File: config.mk
export PLATFORM = sky130hd
export DESIGN_NAME = sra_front
export DESIGN_NICKNAME = d
export VERILOG_FILES = /design/src/hw/rtl/selective_repeat_arq_sender_macros.svh /design/src/hw/rtl/sra_pkg.sv /design/src/hw/rtl/sra_front.sv
export SDC_FILE = /design/constraint.sdc
export NUM_CORES = 1
export LEC_CHECK = 0
export CAP_MARGIN = 20
export CORE_MARGIN = 1
export CORE_UTILIZATION = 63
export DETAILED_ROUTE_END_ITERATION = 10
export DONT_BUFFER_PORTS = 1
export GPL_TIMING_DRIVEN = 0
export PLACE_DENSITY = 0.88
export SKIP_CTS_REPAIR_TIMING = 1
export SLEW_MARGIN = 10
export SYNTH_ARGS = -nofsm -noshare
export SYNTH_HDL_FRONTEND = slang
export SYNTH_SLANG_ARGS = --single-unit
export TNS_END_PERCENT = 100
File: constraint.sdc
create_clock -name clk -period 2.38 [get_ports clk]
set_clock_uncertainty 0.15 [all_clocks]
set_input_delay 0.238 -clock clk [delete_from_list [all_inputs] [get_ports clk]]
set_output_delay 0.238 -clock clk [all_outputs]
set_load 0.02 [all_outputs]
File: src/hw/rtl/selective_repeat_arq_sender_macros.svh
// Assertion macros used by the ARQ sender back end (sra_back).
`ifndef SELECTIVE_REPEAT_ARQ_SENDER_MACROS_SVH
`define SELECTIVE_REPEAT_ARQ_SENDER_MACROS_SVH
`ifndef SYNTHESIS
`define SRA_ASSERT(lbl, prop, msg) \
    lbl: assert property (@(posedge clk) disable iff (!rst_n) (prop)) else $error(msg);
`define SRA_ASSERT_NEXT(lbl, ante, cons, msg) \
    lbl: assert property (@(posedge clk) disable iff (!rst_n) (ante) |=> (cons)) else $error(msg);
`else
`define SRA_ASSERT(lbl, prop, msg)
`define SRA_ASSERT_NEXT(lbl, ante, cons, msg)
`endif
`endif

File: src/hw/rtl/sra_pkg.sv
// Types, codes and constants of the selective-repeat ARQ sender.
package sra_pkg;
    localparam int MAX_SEQ_BITS     = 7;
    localparam int FRAME_COUNT_BITS = 24;
    localparam int TIMER_BITS       = 16;
    localparam int NSLOTS           = 1 << MAX_SEQ_BITS;
    localparam int WALK_LIMIT       = 1 << (MAX_SEQ_BITS - 1);

    typedef logic [MAX_SEQ_BITS-1:0]     seq_t;
    typedef logic [FRAME_COUNT_BITS-1:0] frame_t;
    typedef logic [TIMER_BITS-1:0]       timer_t;

    localparam logic [1:0] OP_SEND = 2'd0;
    localparam logic [1:0] OP_CTRL = 2'd1;
    localparam logic [1:0] OP_TICK = 2'd2;

    localparam logic [1:0] CFG_SEQ_BITS     = 2'd0;
    localparam logic [1:0] CFG_TIMEOUT      = 2'd1;
    localparam logic [1:0] CFG_TOTAL_FRAMES = 2'd2;

    typedef enum logic [2:0] {
        ACT_NEW     = 3'd0,
        ACT_RETX    = 3'd1,
        ACT_CORRUPT = 3'd2,
        ACT_OOW     = 3'd3,
        ACT_ACK     = 3'd4
    } action_t;

    typedef enum logic [1:0] {
        CMD_SEND,
        CMD_CORRUPT,
        CMD_CTRL,
        CMD_TICK
    } cmd_kind_t;

    typedef struct packed {
        cmd_kind_t kind;
        seq_t      seq;
        logic      is_nak;
    } cmd_t;

    typedef struct packed {
        logic [2:0] seq_bits;
        timer_t     timeout;
        frame_t     total;
    } cfg_t;

    typedef struct packed {
        action_t action;
        frame_t  frame;
        seq_t    seq;
        seq_t    base;
        logic    done;
        logic    last;
    } result_t;
endpackage

File: src/hw/rtl/sra_front.sv
// Input side: decodes each transaction into a command and queues it; an unknown operation is dropped.
module sra_front
    import sra_pkg::*;
(
    input  logic       clk,
    input  logic       rst_n,
    input  logic       in_valid,
    output logic       in_ready,
    input  logic [1:0] in_op,
    input  seq_t       in_seq,
    input  logic       in_nak,
    input  logic       in_crc,
    output logic       q_valid,
    input  logic       q_pop,
    output cmd_t       q_cmd
);
    cmd_t       mem_reg [2];
    logic       wr_ptr_reg;
    logic       rd_ptr_reg;
    logic [1:0] count_reg;
    logic       push;
    logic       pop;
    cmd_t       cmd_in;

    always_comb
    begin
        cmd_in.seq    = in_seq;
        cmd_in.is_nak = in_nak;
        unique case (in_op)
            OP_SEND: cmd_in.kind = CMD_SEND;
            OP_CTRL: cmd_in.kind = in_crc ? CMD_CTRL : CMD_CORRUPT;
            OP_TICK: cmd_in.kind = CMD_TICK;
            default: cmd_in.kind = CMD_TICK;
        endcase
    end

    assign in_ready = (count_reg != 2'd2);
    // an unknown operation is taken and dropped here
    assign push     = in_valid && in_ready && (in_op != 2'd3);
    assign q_valid  = (count_reg != 2'd0);
    assign pop      = q_pop && q_valid;
    assign q_cmd    = mem_reg[rd_ptr_reg];

    always_ff @(posedge clk)
    begin
        if (push)
        begin
            mem_reg[wr_ptr_reg] <= cmd_in;
        end
    end

    always_ff @(posedge clk or negedge rst_n)
    begin
        if (!rst_n)
        begin
            wr_ptr_reg <= 1'b0;
            rd_ptr_reg <= 1'b0;
            count_reg  <= 2'd0;
        end
        else
        begin
            if (push)
            begin
                wr_ptr_reg <= ~wr_ptr_reg;
            end
            if (pop)
            begin
                rd_ptr_reg <= ~rd_ptr_reg;
            end
            count_reg <= count_reg + {1'b0, push} - {1'b0, pop};
        end
    end
endmodule

==> Word-level counts from Yosys, hierarchy flattened <==
Memory sizes are Yosys's and may differ from the RTL's.
Index checks and enable logic that the tools add are counted.
W data, S select, Z words.
{ "totals": {"reg_bits": 4, "ram_bits": 20, "out_inout_bits": 12, "mem_count": 1} }
{ "mem_list": {"columns": ["memory", "depth", "width", "read_ports", "rd_clocked_by_memory_dff", "wr", "line_no", "rtl"], "rows": [
  ["mem_reg", 2, 10, 1, 0, 1, "sra_front.sv:17", "cmd_t mem_reg [2];"]
]} }
{ "classes": {"n_addsub": 2, "eq_ne": 3, "mux": 4, "bitwise": 2, "n_reduce_logical": 5} }
{ "ops": {"columns": ["op", "count"], "rows": [
  ["$ne A2 B2 Y1 const B", 2],
  ["$pmux W2 S2", 1],
  ["$logic_and A1 B1 Y1", 3],
  ["$add A2 B1 Y2", 1],
  ["$eq A2 B1 Y1 const B", 1],
  ["$logic_not A2 Y1", 1],
  ["$mux W1", 2],
  ["$mux W2", 1],
  ["$not A1 Y1", 2],
  ["$reduce_bool A2 Y1", 1],
  ["$sub A2 B1 Y2", 1]
]} }

==> Depth between registers and ports, before layout <==
{ "depth": {"word_depth": 5, "depth_mapped": 6} }

==> Worst setup path before layout <==
Ideal clock, no wire load.
{ "synth_path": {"path_kind": "reg-to-reg", "startpoint": "register count_reg[0]", "endpoint": "memory mem_reg[0][0] (netlist bit) (enable)", "setup_ns": 0.376, "arrival_ns": 1.251, "required_time_ns": 1.854, "setup_slack_ns": 0.603, "stages_incl_launch_ff": 4, "path_buffers": 0, "synth_period_minus_slack_ns": 1.777, "cell_sequence": "dfrtp_1 -> nand2b_1 -> nand2_1 -> nor2_1"} }
{ "synth_via": {"elab_chain_len": 5} }
{ "synth_rtl": {"columns": ["element", "line_no", "rtl"], "rows": [
  ["start, declared", "sra_front.sv:20", "logic [1:0] count_reg;"],
  ["start signal, assigned", "sra_front.sv:70", "count_reg <= count_reg + {1'b0, push} - {1'b0, pop};"],
  ["$ne A2 B2 Y1", "sra_front.sv:37", "assign in_ready = (count_reg != 2'd2);"],
  ["net in_ready", "sra_front.sv:8", "output logic in_ready,"],
  ["$logic_and A1 B1 Y1 (2 in series)", "sra_front.sv:39", "assign push = in_valid && in_ready && (in_op != 2'd3);"],
  ["$mux W1", "sra_front.sv:46", "if (push)"],
  ["$mux W1 (implied by the code)", "sra_front.sv:48", "mem_reg[wr_ptr_reg] <= cmd_in;"],
  ["end, declared", "sra_front.sv:17", null]
]} }
The timed path passes the listed nets, and every way through them passes these cells.

==> Worst setup path in the final report <==
{ "layout_path": {"startpoint": "register count_reg[0]", "endpoint": "memory mem_reg[0][9] (netlist bit) (enable)"} }
Same word-level chain as after synthesis.

==> flow_summary.toml <==
[yosys]
synth_seq_area_share = 0.718
yosysMostFrequentCell = "edfxtp_1"
synth_top_area_frac = 0.615
ys_warn_count = 0
ys_top_cells_by_area = "edfxtp_1 (62%), mux2_2 (12%), dfrtp_1 (10%)"
synth_top_area_cell = "edfxtp_1"
ys_seq_elements = 24
synthesis.area_um2 = 976
synth-edff-count = 20
synthCells = 58
postSynthAreaPerCell_um2 = 16.8
ys_async_sr_fraction = 0.167
synth_ff_type = "edfxtp_1"
synth_common_cells = "edfxtp_1 (20), mux2_2 (10), dfrtp_1 (4)"
synth_fp_nets = 74
yosysUniqueCellTypes = 21

[timing]
rsz0062_at_grt = "no"
setup_violations = 0
relSlewSlack = 0.438
hold_violations = 0
worst_pin_slew_ns = 0.839
maxSlewViolCount = 0
max_freq_mhz = 489
post-route-period-util = 0.860
tns_ns = 0
min_period_ns = 2.05

[worst_setup_path]
critPathArrivalTime_ns = 1.84
r2r_start = "count_reg[0]$_DFF_PN0_"
timing.rr.end = "mem_reg[0][9]$_DFFE_PP_"
reg2regPathDepth = 3
crit_family = "simple AND/OR/NAND/NOR gates"
required_ns = 2.17
crit_path_cell_trace = "nand2b_1, nand2_1, nor2_1"
cp_max_fo = 10
cp-end-kind = "register"
r2r_setup_slack_ns = 0.33
crit_type = "reg -> reg"
crit_path_start_kind = "register"
cp_slowest_cell = "nor2_1"
cp_num_cells = 3
cp_num_buf_inv = 0
max_stage_delay_ns = 0.66

[detailed_routing]
drc = 0
dr_total_vias = 539
ant_nets = 0
drtIter0Drc = 7
drt_first_pass_iters = 4
viasPerCell = 5.99
wl_mm = 1.74
avgRoutedWirePerCell_um = 19.3

[cells_and_area]
num-nets-final = 92
n_fill_cell = 69
drive_gt1_frac = 0.267
antennaDiodeCount = 0
stdcell_area_um2 = 1150
areaGrowthSynthToFinish_pct = 17.9
seqCellArea_um2 = 701
fin_util = 0.842
largest_reg_flops = 20
multi_input_area_um2 = 267

[place]
port_buffers = 0
routabilityCongestion = 0.604
hpwl_mm = 1.13
dpl_cell_area_um2 = 995

[outcome]
status = "finished, final reports clean"

[floorplanning]
rows = 13
die-area_um2 = 1710
initial_core_util = 0.714
coreArea_um2 = 1370
dieWidth_um = 41.4
io_pins = 27
die_y_um = 41.4

[global_routing]
grt_max_degree = 14
gr-total-overflow = 0
grt_first_pass_wirelength_mm = 1.93
grt_antenna_before_repair = 0
grt_pass1_vias = 422
grt_usage = 0.200

[power]
p_leak_nw = 0.416
power.density_nw_per_um2 = 1070
peakVddDrop_v = 0.000795
power_mw = 1.23

[hold_path]
min_to = "mem_reg[1][8]$_DFFE_PP_"
hold_path.class = "in -> reg"
worstHoldStart = "in_crc"
hold_depth = 2

[cts]
worstSkewPairLatency_ns = 0.30
root_buffer = "clkbuf_4"
cts_tree = "yes"
htreeDepth = 1
clk_pin_slew_ns = 0.11
cts_buffer_depth = 2
clock_sinks = 24
numCtsBuffers = 3

[job]
maxCapViolCount = 0
==> layout make-up <==
type / count / area share
clock buffer: 4 / 0.0228
tap: 15 / 0.0163
inverter: 1 / 0.00326
multi-input combinational: 32 / 0.232
timing repair buffer: 13 / 0.113
buffer: 1 / 0.00435
sequential: 24 / 0.609
==> worst max path at each step <==
| stage | slack (ns) | endpoint | startpoint |
|---|---|---|---|
| after floorplan | 0.60 | mem_reg[0][0]$_DFFE_PP_ | count_reg[0]$_DFF_PN0_ |
| after CTS | 0.34 | mem_reg[0][9]$_DFFE_PP_ | count_reg[0]$_DFF_PN0_ |
| after global placement | 0.36 | mem_reg[0][5]$_DFFE_PP_ | count_reg[0]$_DFF_PN0_ |
| after detailed placement | 0.35 | mem_reg[0][0]$_DFFE_PP_ | count_reg[0]$_DFF_PN0_ |
| final | 0.33 | mem_reg[0][9]$_DFFE_PP_ | count_reg[0]$_DFF_PN0_ |
| after global routing | 0.19 | mem_reg[0][7]$_DFFE_PP_ | count_reg[0]$_DFF_PN0_ |
==> layer usage <==
layer  GRT usage  wire (µm)  vias up
li1            -          -      249
met5           0          0        -
met4       0.129         27        0
met3      0.0532         77        4
met1       0.238        682      268
met2       0.320        950       18
==> kinds of logic (layout without fill, tap and decap cells) <==
group	after synthesis	count (layout)	share of synthesized area
DFF	24	24	0.718
and+or+nand+nor	11	11	0.0654
buffers and inverters	2	19	0.00897
AOI/OAI and AO/OA	7	7	0.0526
muxes	10	10	0.115
xor gates and xnor gates	3	3	0.0269
adders and majority gates	1	1	0.0128
==> where the power goes <==
part / switching [mW] / leakage, nW / internal [mW]
clock: 0.107 / 0.0150 / 0.0654
sequential: 0.0518 / 0.231 / 0.564
combinational: 0.273 / 0.170 / 0.167
==> through the flow <==
| stage | hold slack [ns] | setup WS, ns | instances |
|---|---|---|---|
| finish | 0.0426 | 0.334 | 90 |
| CTS | -0.544 | 0.335 | 77 |
| detailed placement | -0.207 | 0.350 | 73 |
| floorplan | -0.208 | 0.603 | 58 |
| global route | 0.0275 | 0.189 | 90 |
| global placement | -0.207 | 0.356 | 73 |
==> worst reg2reg max path: stages (launching register included) <==
cell and delay, ns:
dfrtp_1 0.45, nand2b_1 0.30, nand2_1 0.13, nor2_1 0.66
==> cells in the final DEF (no fill, tap or decap), types with 2 or more instances in the layout <==
cell and n:
edfxtp_1 20, dlygate4sd3_1 13, mux2_2 10, dfrtp_1 4, nand2_1 3, clkbuf_4 3, a21o_2 2, nor2_1 2
a21oi_1 2, xnor2_1 2
Power figures use the tool's default switching activity.
